$ cat src/rtl/core/fba_pkg.sv
// fba_pkg: shared types and constants for the partition allocator
// no dependencies; imported by fba_search and fit_block_allocator_unit
`timescale 1ns / 1ps

package fba_pkg;

  // default sizing of the partition table
  localparam int NUM_PARTS_DEF = 32;
  localparam int SIZE_BITS_DEF = 16;

  // fixed field widths of the ports
  localparam int IDX_W      = 5;
  localparam int REQ_W      = 16;
  localparam int MODE_W     = 2;
  localparam int BIU_W      = 6;
  localparam int CFG_DATA_W = 6;
  localparam int CFG_IDX_W  = 1;

  // request opcodes
  localparam logic OP_LOAD  = 1'b0;
  localparam logic OP_ALLOC = 1'b1;

  // fit modes; the fourth code behaves as first fit
  localparam logic [MODE_W-1:0] MODE_FIRST = 2'd0;
  localparam logic [MODE_W-1:0] MODE_BEST  = 2'd1;
  localparam logic [MODE_W-1:0] MODE_WORST = 2'd2;

  // configuration register indexes
  localparam logic [CFG_IDX_W-1:0] CFG_FIT_MODE = 1'b0;
  localparam logic [CFG_IDX_W-1:0] CFG_BLOCKS   = 1'b1;

  // configuration reset values
  localparam logic [MODE_W-1:0] FIT_MODE_RST = MODE_BEST;
  localparam logic [BIU_W-1:0]  BLOCKS_RST   = 6'd32;

  typedef struct packed {
    logic             op;
    logic [IDX_W-1:0] part_index;
    logic [REQ_W-1:0] req_size;
  } req_t;

  typedef struct packed {
    logic             granted;
    logic [IDX_W-1:0] chosen_index;
    logic [REQ_W-1:0] leftover;
  } res_t;

  typedef enum logic [1:0] {
    ST_CLEAR,
    ST_IDLE,
    ST_SCAN,
    ST_DONE
  } state_t;

endpackage

$ cat src/rtl/core/fba_mem.sv
// fba_mem: single-port synchronous partition table, registered read
// no dependencies; sized by its parameters
`timescale 1ns / 1ps

module fba_mem #(
  parameter int DEPTH = 32,
  parameter int WIDTH = 17
) (
  input  logic                     clk,
  input  logic                     en,
  input  logic                     we,
  input  logic [$clog2(DEPTH)-1:0] addr,
  input  logic [WIDTH-1:0]         wdata,
  output logic [WIDTH-1:0]         rdata
);

  logic [WIDTH-1:0] mem [DEPTH];

  // one access a cycle: write, or registered read
  always_ff @(posedge clk) begin
    if (en) begin
      if (we) begin
        mem[addr] <= wdata;
      end else begin
        rdata <= mem[addr];
      end
    end
  end

endmodule

$ cat src/rtl/core/fba_search.sv
// fba_search: sequencer for table clearing, loads and the fit search
// depends on fba_pkg and fba_mem
`timescale 1ns / 1ps

module fba_search #(
  parameter int NUM_PARTS = fba_pkg::NUM_PARTS_DEF,
  parameter int SIZE_BITS = fba_pkg::SIZE_BITS_DEF
) (
  input  logic                          clk,
  input  logic                          rst,
  input  logic                          start,
  input  fba_pkg::req_t                 request,
  input  logic [fba_pkg::MODE_W-1:0]    fit_mode,
  input  logic [fba_pkg::BIU_W-1:0]     blocks_in_use,
  output logic                          busy,
  output logic                          done,
  output fba_pkg::res_t                 result
);

  import fba_pkg::*;

  localparam int IW = $clog2(NUM_PARTS);
  localparam int CW = IW + 1;
  localparam int SW = SIZE_BITS;
  localparam int MW = SW + 1;
  localparam int XW = (IW > IDX_W) ? IW : IDX_W;
  localparam int QW = (SW > REQ_W) ? SW : REQ_W;
  localparam int LW = (CW > BIU_W) ? CW : BIU_W;
  localparam logic [IW-1:0] LAST_IDX = IW'(NUM_PARTS - 1);

  state_t state, state_next;

  // memory port
  logic          mem_en, mem_we;
  logic [IW-1:0] mem_addr;
  logic [MW-1:0] mem_wdata, mem_rdata;

  // search registers
  logic [SW-1:0] req_sz;
  logic [CW-1:0] limit;
  logic [CW-1:0] iss;
  logic [IW-1:0] cmp;
  logic          found;
  logic [IW-1:0] best_idx;
  logic [SW-1:0] best_left;
  logic [SW-1:0] best_size;
  logic [IW-1:0] clr;

  // decoded request fields
  logic [QW-1:0]   in_size_ext;
  logic [SW-1:0]   in_size;
  logic [XW-1:0]   pidx_ext;
  logic            load_ok;
  logic [LW-1:0]   biu_ext;
  logic [CW-1:0]   lim_in;

  // entry under compare
  logic          rd_used;
  logic [SW-1:0] rd_size;
  logic          hit;
  logic [SW-1:0] left;
  logic          take;
  logic          last_cmp;
  logic          iss_more;

  assign in_size_ext = QW'(request.req_size);
  assign in_size     = in_size_ext[SW-1:0];
  assign pidx_ext    = XW'(request.part_index);
  assign load_ok     = ((XW + 1)'(request.part_index) < (XW + 1)'(NUM_PARTS));
  assign biu_ext     = LW'(blocks_in_use);
  assign lim_in      = (biu_ext > LW'(NUM_PARTS)) ? CW'(NUM_PARTS) : CW'(biu_ext);

  assign rd_used  = mem_rdata[SW];
  assign rd_size  = mem_rdata[SW-1:0];
  assign hit      = !rd_used && (rd_size >= req_sz);
  assign left     = rd_size - req_sz;
  assign take     = hit && (!found ||
                            ((fit_mode == MODE_BEST) && (left < best_left)) ||
                            ((fit_mode == MODE_WORST) && (left > best_left)));
  assign last_cmp = ((CW'(cmp) + CW'(1)) == limit);
  assign iss_more = (iss < limit);

  fba_mem #(
    .DEPTH (NUM_PARTS),
    .WIDTH (MW)
  ) u_mem (
    .clk   (clk),
    .en    (mem_en),
    .we    (mem_we),
    .addr  (mem_addr),
    .wdata (mem_wdata),
    .rdata (mem_rdata)
  );

  // state register
  always_ff @(posedge clk) begin
    if (rst) begin
      state <= ST_CLEAR;
    end else begin
      state <= state_next;
    end
  end

  // next state and memory port control
  always_comb begin
    state_next = state;
    mem_en     = 1'b0;
    mem_we     = 1'b0;
    mem_addr   = '0;
    mem_wdata  = '0;
    unique case (state)
      ST_CLEAR: begin
        mem_en   = 1'b1;
        mem_we   = 1'b1;
        mem_addr = clr;
        if (clr == LAST_IDX) state_next = ST_IDLE;
      end
      ST_IDLE: begin
        if (start) begin
          if (request.op == OP_LOAD) begin
            if (load_ok) begin
              mem_en    = 1'b1;
              mem_we    = 1'b1;
              mem_addr  = pidx_ext[IW-1:0];
              mem_wdata = {1'b0, in_size};
            end
          end else if (lim_in == '0) begin
            state_next = ST_DONE;
          end else begin
            mem_en     = 1'b1;
            mem_addr   = '0;
            state_next = ST_SCAN;
          end
        end
      end
      ST_SCAN: begin
        if (iss_more) begin
          mem_en   = 1'b1;
          mem_addr = iss[IW-1:0];
        end
        if (last_cmp) state_next = ST_DONE;
      end
      ST_DONE: begin
        if (found) begin
          mem_en    = 1'b1;
          mem_we    = 1'b1;
          mem_addr  = best_idx;
          mem_wdata = {1'b1, best_size};
        end
        state_next = ST_IDLE;
      end
      default: state_next = ST_CLEAR;
    endcase
  end

  // clearing pass counter
  always_ff @(posedge clk) begin
    if (rst) begin
      clr <= '0;
    end else if (state == ST_CLEAR) begin
      clr <= clr + IW'(1);
    end
  end

  // search datapath: one entry compared per cycle
  always_ff @(posedge clk) begin
    if ((state == ST_IDLE) && start && (request.op == OP_ALLOC)) begin
      req_sz    <= in_size;
      limit     <= lim_in;
      iss       <= CW'(1);
      cmp       <= '0;
      found     <= 1'b0;
      best_idx  <= '0;
      best_left <= '0;
      best_size <= '0;
    end else if (state == ST_SCAN) begin
      if (iss_more) iss <= iss + CW'(1);
      cmp <= cmp + IW'(1);
      if (take) begin
        found     <= 1'b1;
        best_idx  <= cmp;
        best_left <= left;
        best_size <= rd_size;
      end
    end
  end

  logic [XW-1:0] best_idx_ext;
  logic [QW-1:0] best_left_ext;

  assign best_idx_ext  = XW'(best_idx);
  assign best_left_ext = QW'(best_left);

  // outputs
  assign busy                = (state != ST_IDLE);
  assign done                = (state == ST_DONE);
  assign result.granted      = found;
  assign result.chosen_index = best_idx_ext[IDX_W-1:0];
  assign result.leftover     = best_left_ext[REQ_W-1:0];

  // a result strobe is never held: done drops again after each strobe
  a_done_single: assert property (@(posedge clk) disable iff (rst)
    done |=> !done)
    else $error("result strobe held");

  // a grant always marks its partition used in the same cycle
  a_grant_marks: assert property (@(posedge clk) disable iff (rst)
    (done && found) |-> (mem_we && (mem_addr == best_idx) && mem_wdata[SW]))
    else $error("grant without used mark");

  // an accepted allocation request always leaves the block busy
  a_alloc_busy: assert property (@(posedge clk) disable iff (rst)
    (start && !busy && (request.op == OP_ALLOC)) |=> busy)
    else $error("allocation not started");

  // the compare index stays inside the searched range
  a_cmp_range: assert property (@(posedge clk) disable iff (rst)
    (state == ST_SCAN) |-> (CW'(cmp) < limit))
    else $error("compare index out of range");

  // no read is issued beyond the searched range
  a_iss_range: assert property (@(posedge clk) disable iff (rst)
    (state == ST_SCAN) |-> (iss <= limit))
    else $error("read index out of range");

endmodule

$ cat src/rtl/core/fit_block_allocator_unit.sv
// fit_block_allocator_unit: fixed-partition allocator, first, best or worst fit
// Flow: a taken request searches N partitions, N being the min of blocks_in_use
//   and NUM_PARTS, then strobes done; a taken load writes an in-range table entry.
// Throughput: a new allocation waits until busy drops, the single table port reading one
//   entry a cycle; loads go one per cycle. The receiver cannot stall results.
// Reset: a clearing pass zeroes every table entry, busy stays high meanwhile.
`timescale 1ns / 1ps

module fit_block_allocator_unit #(
  parameter int NUM_PARTS = fba_pkg::NUM_PARTS_DEF,
  parameter int SIZE_BITS = fba_pkg::SIZE_BITS_DEF
) (
  input  logic                            clk,
  input  logic                            rst,
  input  logic                            start,
  input  fba_pkg::req_t                   request,
  output logic                            busy,
  output logic                            done,
  output fba_pkg::res_t                   result,
  input  logic                            cfg_we,
  input  logic [fba_pkg::CFG_IDX_W-1:0]   cfg_index,
  input  logic [fba_pkg::CFG_DATA_W-1:0]  cfg_wdata
);

  import fba_pkg::*;

  logic [MODE_W-1:0] fit_mode;
  logic [BIU_W-1:0]  blocks_in_use;

  // configuration registers
  always_ff @(posedge clk) begin
    if (rst) begin
      fit_mode      <= FIT_MODE_RST;
      blocks_in_use <= BLOCKS_RST;
    end else if (cfg_we) begin
      unique case (cfg_index)
        CFG_FIT_MODE: fit_mode      <= cfg_wdata[MODE_W-1:0];
        CFG_BLOCKS:   blocks_in_use <= cfg_wdata[BIU_W-1:0];
        default:      fit_mode      <= fit_mode;
      endcase
    end
  end

  fba_search #(
    .NUM_PARTS (NUM_PARTS),
    .SIZE_BITS (SIZE_BITS)
  ) u_search (
    .clk           (clk),
    .rst           (rst),
    .start         (start),
    .request       (request),
    .fit_mode      (fit_mode),
    .blocks_in_use (blocks_in_use),
    .busy          (busy),
    .done          (done),
    .result        (result)
  );

endmodule
$ cat config.mk
export PLATFORM = sky130hd
export DESIGN_NAME = fit_block_allocator_unit
export DESIGN_NICKNAME = d
export VERILOG_FILES = /design/src/rtl/core/fba_pkg.sv /design/src/rtl/core/fba_mem.sv /design/src/rtl/core/fba_search.sv /design/src/rtl/core/fit_block_allocator_unit.sv
export SDC_FILE = /design/constraint.sdc
export NUM_CORES = 1
export LEC_CHECK = 0
export ABC_CLOCK_PERIOD_IN_PS = 12400
export BUFFER_PORTS_ARGS = -buffer_cell sky130_fd_sc_hd__buf_4
export CAP_MARGIN = 5
export CORE_MARGIN = 5
export CORE_UTILIZATION = 60
export CTS_BUF_LIST = sky130_fd_sc_hd__clkbuf_8
export CTS_CLUSTER_DIAMETER = 200
export DETAILED_ROUTE_END_ITERATION = 10
export GPL_TIMING_DRIVEN = 0
export PLACE_DENSITY = 0.8
export SYNTH_ARGS = -nofsm -noshare
export SYNTH_HDL_FRONTEND = slang
export SYNTH_SLANG_ARGS = --single-unit
$ cat constraint.sdc
create_clock -name clk -period 12.4 [get_ports clk]
set_clock_uncertainty 0.1 [all_clocks]
set_input_delay 1.24 -clock clk [delete_from_list [all_inputs] [get_ports clk]]
set_output_delay 1.24 -clock clk [all_outputs]
set_load 0.05 [all_outputs]
Word-level counts from Yosys, hierarchy flattened --
Memory sizes are Yosys's and may differ from the RTL's. A register that Yosys moved wholly into a read port is not among the register bits. Index checks and enable logic that the tools add are counted.
Storage, ports and cells: memory bits (writable) 544, word-level logic and storage cells 83, output and inout port bits 24, input port bits 33, flip-flop bits (word level) 86, memories 1
Cells by class: reduce and logical (&&, ||, !) cells 18, eq/ne operators 12, bitwise gates (word level) 2, add/sub/neg operators 5, multiplexer cells 28, $lt $le $gt $ge 5
Memory list:
- u_search.u_mem.mem | depth 32, width 17, rd ports 1, clocked after memory_dff 1, write ports 1, RTL line fba_mem.sv:17 | logic [WIDTH-1:0] mem [DEPTH];
Operators by type and width (count):
- $mux 17 | 2
- $pmux 17 s2 | 1
- $mux 5 | 4
- $pmux 5 s4 | 1
- $ge 16x16->1 | 1
- $gt 16x16->1 | 1
- $lt 16x16->1 | 1
- $mux 16 | 1
- $sub 16x16->16 | 1
- $mux 1 | 11
- $add 5x1->5 const B | 2
- $reduce_and 2->1 | 5
- $mux 2 | 4
- $pmux 2 s4 | 1
- $add 5x1->6 const B | 1
- $add 6x1->6 const B | 1
- $eq 2x2->1 const B | 3
- $eq 6x6->1 | 1
- $gt 6x6->1 const B | 1
- $logic_and 1x1->1 | 6
- $logic_not 6->1 | 1
- $lt 6x6->1 | 1
- $mux 6 | 1
- $ne 2x1->1 const B | 3
- 10 further kinds | 15

Longest topological paths before layout --
Gate-level depths: netlist of run 1.
depth after elaboration 9, gate-level depth with buffers 20, gate-level depth less buffers 18

Cells and area by module --
Synthesis of run 1 repeated with hierarchy kept, for this count alone.
Second synthesis, totals: cells, all modules 1776, area, all modules 26969.6 um^2
By module, submodules not included:
- fba_mem | area each 21479.4 um^2, times used 1, sequential area each 16846.2 um^2, cells each 1151
- fba_search | area each 5134.9 um^2, times used 1, sequential area each 1781.7 um^2, cells each 589
- fit_block_allocator_unit | area each 355.3 um^2, times used 1, sequential area each 160.2 um^2, cells each 36

Worst setup path after synthesis of run 1 --
No wires, ideal clock.
path kind register -> register, start point register u_search.req_sz[0], end point register u_search.best_size[10], period minus slack after synthesis 4.125 ns, path buffers 2, data required time 12.138 ns, stages on the path, launching flop included 19, arrival time 3.863 ns, setup time 0.162 ns, path slack 8.275 ns, cells stage by stage edfxtp_1 -> ha_1 -> fa_1 -> nand2b_1 -> a21oi_1 -> o2111ai_1 -> a31oi_1 -> a211oi_1 -> xnor2_1 -> ha_1 -> a21o_1 -> a221oi_1 -> nand3_1 -> or3b_2 -> a31o_2 -> clkbuf_1 -> buf_2 -> mux2i_1 -> nor2_1
Between the ends: longest elaborated chain between the ends 7, elaborated cells on any way between the ends 11, those cells by class add/sub (1); order compare (3); reduce/logical (7)
Ends and longest elaborated chain:
- start, declared | RTL line fba_search.sv:39 | logic [SW-1:0] req_sz;
- start signal, assigned | RTL line fba_search.sv:168 | req_sz <= in_size;
- $sub 16x16->16 (*) | RTL line fba_search.sv:76 | assign left = rd_size - req_sz;
- via u_search.left[14] | RTL line fba_search.sv:61 | logic [SW-1:0] left;
- $lt 16x16->1 | RTL line fba_search.sv:78 | ((fit_mode == MODE_BEST) && (left < best_left)) ||
- $logic_and 1x1->1 | RTL line fba_search.sv:78
- $logic_or 1x1->1 | RTL line fba_search.sv:77 | assign take = hit && (!found ||
- $logic_or 1x1->1 (*) | RTL line fba_search.sv:78
- $logic_and 1x1->1 (*) | RTL line fba_search.sv:77
- $reduce_and 2->1 (no source line) (*)
- end signal, assigned | RTL line fba_search.sv:183 | best_size <= rd_size;
- end, declared | RTL line fba_search.sv:46 | logic [SW-1:0] best_size;
Mark *: on every way through the listed nets, which the timed path passes. The rest lies on a longest branch. A chain may end at the register's enable or synchronous reset.

Worst setup path after layout of run 1 --
start point register u_search.u_mem.rdata[0] (read register of u_search.u_mem.mem), end point register u_search.best_idx[1]
Between the ends: longest elaborated chain between the ends 7, elaborated cells on any way between the ends 11, those cells by class add/sub (1); order compare (3); reduce/logical (7)
Ends and longest elaborated chain:
- start, declared | RTL line fba_mem.sv:14 | output logic [WIDTH-1:0] rdata
- $sub 16x16->16 (*) | RTL line fba_search.sv:76
- via u_search.left[14] | RTL line fba_search.sv:61
- $lt 16x16->1 | RTL line fba_search.sv:78
- $logic_and 1x1->1 | RTL line fba_search.sv:78
- $logic_or 1x1->1 | RTL line fba_search.sv:77
- $logic_or 1x1->1 (*) | RTL line fba_search.sv:78
- $logic_and 1x1->1 (*) | RTL line fba_search.sv:77
- $reduce_and 2->1 (no source line) (*)
- end signal, assigned | RTL line fba_search.sv:181 | best_idx <= cmp;
- end, declared | RTL line fba_search.sv:44 | logic [IW-1:0] best_idx;
Marks and branches as above.

==> results of run 1 <==
-- worst max-delay path by stage --
| stage | end | start | cells past startpoint |
|---|---|---|---|
| 4_1_cts | u_search.best_idx[1]$_SDFFE_PP0P_ | u_search.u_mem.rdata[0]$_DFFE_PP_ | 20 |
| 3_3_place_gp | u_search.u_mem.mem[10][14]$_DFFE_PP_ | start | 11 |
| 3_5_place_dp | u_search.u_mem.mem[3][1]$_DFFE_PP_ | start | 12 |
| 2_1_floorplan | u_search.best_size[10]$_SDFFE_PP0P_ | u_search.req_sz[0]$_DFFE_PP_ | 18 |
| 5_1_grt | u_search.best_idx[1]$_SDFFE_PP0P_ | u_search.u_mem.rdata[0]$_DFFE_PP_ | 20 |
| 6_report | u_search.best_idx[1]$_SDFFE_PP0P_ | u_search.u_mem.rdata[0]$_DFFE_PP_ | 20 |
-- worst max-delay path: cells and delay by family (launching register included) --
| kind | cells | cell delay (ps) |
|---|---|---|
| adders and majority gates | 3 | 900 |
| DFF | 1 | 390 |
| muxes | 1 | 230 |
| xor gates and xnor gates | 1 | 220 |
| and+or+nand+nor | 6 | 1140 |
| buffers and inverters | 3 | 470 |
| AOI/OAI and AO/OA | 6 | 1390 |
-- cells by family (layout without fill, tap and decap cells) --
family / Yosys count / in the layout
compound gates: 170 / 170
xor+xnor: 33 / 33
fa+ha+maj: 47 / 47
buf+inv: 140 / 416
flops: 647 / 647
mux: 381 / 381
other cells: 0 / 1
simple gates: 379 / 379
-- metal layers --
metal | part of all wire | GRT usage | vias up | wire length (µm)
met5 | 0.00038 | 0 | - | 28
met2 | 0.45 | 0.455 | 1181 | 33700
met1 | 0.36 | 0.386 | 8277 | 27100
met4 | 0.057 | 0.139 | 4 | 4220
li1 | - | - | 7242 | -
met3 | 0.12 | 0.0846 | 281 | 9260
-- cells in the mapped netlist (all sizes together), types with 3 or more instances --
master and instances:
nor3 7, and2 3, nor2 103, nor4 3
edfxtp 583, mux2i 380, nand2 180, a211oi 4
inv 53, a221oi 4, xnor2 21, buf 61
nor2b 13, a21oi 32, a31oi 3, o21ai 17
clkbuf 26, or2 5, nand2b 10, dfxtp 64
nand3 17, xor2 12, a32oi 69, nand4 25
ha 46, o21a 3, a22o 17, a21o 7
o211ai 4, and3 6
-- power breakdown --
group | switching (mW) | internal (mW) | leakage (nW) | total (mW)
Sequential | 0.0824 | 2.48 | 6.71 | 2.57
Clock | 0.814 | 0.898 | 1.15 | 1.71
Combinational | 0.640 | 0.349 | 4.31 | 0.989
-- final cells by class --
| type | count | area [µm²] |
|---|---|---|
| Buffer | 87 | 465 |
| Clock buffer | 110 | 1510 |
| Multi-Input combinational cell | 1010 | 7770 |
| Fill cell | 2975 | 14100 |
| Inverter | 53 | 199 |
| Timing Repair Buffer | 91 | 1120 |
| Clock inverter | 75 | 419 |
| Antenna cell | 1 | 2.50 |
| Sequential cell | 647 | 18800 |
| Tap cell | 600 | 751 |
-- metrics by stage --
step                cell area, µm²  worst slack, ps  power, mW  hold WS (ps)
floorplan                    27100             8270       3.23           339
detailed placement           29000             7290       3.58           362
finish                       31000             7400       5.27           370
CTS                          31000             7410       5.26           370
global placement             28300             6480       3.52           356
global route                 31000             7110       5.45           398
-- registers in the layout, summed over array words and instances, names as in the netlist --
register and flops:
blocks_in_use 6, u_search.best_size 16, u_search.state 2, u_search.u_mem.rdata 17, u_search.clr 5, u_search.found 1
u_search.req_sz 16, u_search.iss 6, fit_mode 2, u_search.best_left 16, u_search.best_idx 5, u_search.u_mem.mem 544
u_search.cmp 5, u_search.limit 6
==> results.yml, run 1 <==
outcome:
  outcome: "finished, final reports clean"
hold_path:
  hold_path_depth: 2
  min_path_type: "flip-flop to flip-flop"
  hold_path_end: "blocks_in_use[1]$_SDFFE_PP0P_"
  min-delay-start: "blocks_in_use[1]$_SDFFE_PP0P_"
clock_network:
  path_clk_slew_ps: 60
  cts.path.max_buffers: 3
  cts_sinks: 647
  cts_root_buf: "clkbuf_8"
  cts_max_level: 3
  cts_hold_buffers: 0
  cts_buffers: 100
  post_cts_buffers: 0
  clk_latency_ps: 700
  cts_tree: "done"
  cts-resized-gates: 0
final_layout:
  fin_util: 0.688
  syn_to_final_growth_pct: 14.4
  fin_cells: 2674
  final_common_cell: "edfxtp_1"
  layout-drive-gt1-share: 0.164
  layout_common_cells: "583 x edfxtp_1, 379 x mux2i_1, 180 x nand2_1"
  fin_nets: 2070
synth:
  synthDistinctLibCells: 52
  synth-xor-area-share: 0.0107
  synthArstFlopShare: 0
  seq_area_frac_synth: 0.692
  synth-seq-cells: 647
  synth-edff-count: 583
  netlist_area_um2: 27100
  syn_inst: 1797
  synthFlopType: "edfxtp_1"
  synth-adder-area-share: 0.0220
  yosys.area.top_type: "edfxtp_1"
  synthSimpleGateAreaFrac: 0.0620
  synth_top_area_frac: 0.645
  synthTopCellsByArea: "edfxtp_1 65%, mux2i_1 14%, dfxtp_1 4.7%"
  synth_compound_area_frac: 0.0473
  syn-num-nets: 1877
  ys_warn_count: 0
  synth_mux_area_frac: 0.141
  synth_top_family_by_area: "multiplexers"
  synth.avg_cell_area_um2: 15.1
critical_path:
  max_stage_delay_ps: 510
  cp.required_ps: 12840
  crit_path_start_kind: "flip-flop"
  cp.arrival_ps: 5440
  endpoint_kind: "flip-flop"
  r2r_start: "u_search.u_mem.rdata[0]$_DFFE_PP_"
  reg2reg_to: "u_search.best_idx[1]$_SDFFE_PP0P_"
  regToRegSetupSlack_ps: 7400
  rr_worst_depth: 20
  slowest_stage: "or3b_2"
  critical_path_class: "flip-flop to flip-flop"
  crit_fanout: 10
  path_cells: "inv_1 -> ha_1 -> fa_1 -> nand2b_1 -> a21oi_1 -> o2111ai_1 -> a31oi_1 -> a211oi_1 -> xnor2_1 -> ha_1 -> nand3_1 -> nor3_1 -> a221oi_1 -> nand3_1 -> or3b_2 -> a31o_2 -> clkbuf_1 -> buf_2 -> mux2i_1 -> nor2_1"
sta:
  timing.final.crit_period_ps: 5000
  hold_violations: 0
  worst_pin_slew_ps: 1430
  fin_setup_tns_ps: 0
  relSlewSlack: 0.0465
  slew_viol_final: 0
  rsz0062_at_grt: "false"
  setup_violations: 0
  min_period_over_period: 0.403
  fmaxAchievable_mhz: 200
detailed_routing:
  drtAntennaViolNets: 0
  vias: 17000
  postRouteWirelength_um: 74300
  drtIter0Drc: 2520
  dr.pass1.iters: 9
  drc: 0
  wire_per_inst_um: 27.8
  via_per_inst: 6.35
floorplan:
  core-area_um2: 45100
  die_h_um: 223
  core.rowCount: 78
  die_x_um: 223
  die-area_um2: 49600
  io_pins: 57
  start_util: 0.602
grt:
  grt_pass1_wl_um: 107000
  antenna_found_initial: 3
  grt_pass1_vias: 16600
  grt_max_degree: 42
  grt_overflow: 0
  track_usage: 0.293
power_and_ir_drop:
  p_leak_nw: 12.2
  ir_drop_uv: 155
  power_density_nw_per_um2: 170
job:
  maxCapViolations: 0
placed_design:
  dpl.cell_count: 2485
  routabilityCongestion: 0.963
  io_buffers: 54
  dp_hpwl_um: 49600
No activity file was read; power rests on OpenSTA's default activity.
==> run 2, diff against run 1 <==
ABC_AREA = 1   (was default)
ABC_CLOCK_PERIOD_IN_PS = 4850   (was 12400)
clock period = 4.85 ns   (was 12.4 ns; I/O delays follow)
==> run 2 against run 1 <==
Non-clock buffer count increased by 100. Combinational power increased to 11 times the previous value. Sequential cell count unchanged. Sequential share of layout area decreased by 4.5 points. Critical path type unchanged. Largest power group is now combinational logic.
==> results.yml, run 2 <==
clock_network:
  cts_sinks: 647
  cts_tree: "done"
  cts_max_level: 3
  clk_latency_ps: 740
  path_clk_slew_ps: 60
  cts.path.max_buffers: 3
  cts_buffers: 104
  cts_root_buf: "clkbuf_8"
  cts-resized-gates: 0
synth:
  ys_warn_count: 0
  synth-edff-count: 583
  synth.avg_cell_area_um2: 9.73
  yosys-top-cells-count: "1347 x nand2_1, 583 x edfxtp_1, 298 x nand3_1"
  synthDistinctLibCells: 37
  yosys.area.top_type: "edfxtp_1"
  synthTopCellsByArea: "edfxtp_1 60%, nand2_1 17%, nand3_1 5.2%"
  synth-seq-cells: 647
  seq_area_frac_synth: 0.649
  netlist_area_um2: 28900
  synth_top_area_frac: 0.605
  synth_most_common_cell: "nand2_1"
  syn-num-nets: 3055
  synthFlopType: "edfxtp_1"
  synthArstFlopShare: 0
  syn_inst: 2975
sta:
  hold_violations: 0
  slew_viol_final: 0
  timing.final.crit_period_ps: 4440
  setup_violations: 0
  min_period_over_period: 0.915
  fmaxAchievable_mhz: 225
  final.setup.worst_slack_ps: 410
  rsz0062_at_grt: "false"
  fin_setup_tns_ps: 0
  relSlewSlack: 0.0605
  worst_pin_slew_ps: 1410
detailed_routing:
  postRouteWirelength_um: 94000
  wire_per_inst_um: 24.1
  drtIter0Drc: 3341
  drc: 0
  drtAntennaViolNets: 0
  vias: 23000
  dr.pass1.iters: 6
  via_per_inst: 5.89
placed_design:
  dp_hpwl_um: 66600
  routabilityCongestion: 1.00
  place_worst_setup_slack_ps: 438
  io_buffers: 56
critical_path:
  cp.arrival_ps: 4760
  crit_fanout: 10
  crit_path_start_kind: "flip-flop"
  critical_path_class: "flip-flop to flip-flop"
  cp.required_ps: 5180
  endpoint_kind: "flip-flop"
grt:
  track_usage: 0.351
  antenna_found_initial: 1
  grt_pass1_vias: 21900
  grt_pass1_wl_um: 136000
  grt_overflow: 0
  grt_max_degree: 33
final_layout:
  layout_common_cells: "1347 x nand2_1, 583 x edfxtp_1, 298 x nand3_1"
  largest_reg_flops: 544
  max_flop_register: "u_search.u_mem.mem"
  layout-drive-gt1-share: 0.125
  final_common_cell: "nand2_1"
  largestRegisters: "u_search.u_mem.mem: 544 flops, u_search.u_mem.rdata: 17 flops"
  fin_nets: 3288
  syn_to_final_growth_pct: 15.7
job:
  maxCapViolations: 0
floorplan:
  die_h_um: 230
  die_x_um: 230
  core-area_um2: 47700
  die-area_um2: 52700
  io_pins: 57
  start_util: 0.606
  core.rowCount: 80
power_and_ir_drop:
  p_leak_nw: 14.8
  power_mw: 22.4
  power_density_nw_per_um2: 668
  ir_drop_uv: 399
hold_path:
  min_path_type: "input pin to flip-flop"
outcome:
  outcome: "finished, final reports clean"
run 2: final timing paths:
check                                 start                                    to  slack [ps]  depth (start not counted)
min reg2reg   blocks_in_use[1]$_SDFFE_PP0P_         blocks_in_use[1]$_SDFFE_PP0P_         380                          2
min                            cfg_wdata[2]         blocks_in_use[2]$_SDFFE_PP0P_          60                          3
max          u_search.state[0]$_SDFFE_PP0P_  u_search.u_mem.mem[30][15]$_DFFE_PP_         410                         15
max reg2reg  u_search.state[0]$_SDFFE_PP0P_  u_search.u_mem.mem[30][15]$_DFFE_PP_         410                         15
run 2: what timing repair did:
item                                    4_1_cts  5_1_grt
hold buffers                                 26        0
endpoints found under the hold margin        25        0
endpoints found under the setup margin        0        0
buffers inserted                              0        0
run 2: through the flow:
stage	instance area (µm²)	hold slack (ps)	utilization	instances
global route	33500	34.0	0.701	3905
detailed placement	31400	366	0.658	3691
floorplan	28900	333	-	2975
CTS	33500	21.5	0.701	3904
finish	33500	64.8	0.702	3906
global placement	30100	345	0.631	3646
run 2: area by class of cell:
cell class              count  area (µm²)
clock buffers             106        1460
well taps                 615         769
fillers                  3445       14300
flip-flops and latches    647       18800
plain buffers             151         751
diodes                      2        5.00
repair buffers            127        1670
inverters                 138         523
clock inverters            81         363
multi-input cells        2039        9170
run 2: critical path, stage by stage (launching register included):
cell	delay, ps
dfxtp_1	440
inv_1	130
ha_1	210
buf_4	170
inv_4	110
nor2_4	40
nand2_2	80
nor2_4	60
nand3_2	80
nand2_2	100
nand2_2	100
buf_2	330
buf_2	300
nand3_1	560
nor2_2	1080
buf_8	250
run 2: logic make-up after synthesis:
| logic type | after synthesis | synth area share |
|---|---|---|
| and+or+nand+nor | 1862 | 0.260 |
| xor gates and xnor gates | 20 | 0.00605 |
| buffers and inverters | 289 | 0.0440 |
| AOI/OAI and AO/OA | 110 | 0.0203 |
| adders and majority gates | 47 | 0.0206 |
| DFF | 647 | 0.649 |
run 2: layer usage:
metal | track usage | wire, µm | vias up
met5 | 0 | 20 | -
met4 | 0.188 | 5900 | 2
met3 | 0.0879 | 12600 | 287
met2 | 0.548 | 42400 | 1650
met1 | 0.458 | 33100 | 10700
li1 | - | - | 10300
run 2: power by group:
part	internal, mW	switching (mW)	total (mW)
Sequential	7.08	0.272	7.36
Clock	2.07	2.15	4.23
Combinational	2.83	7.95	10.8
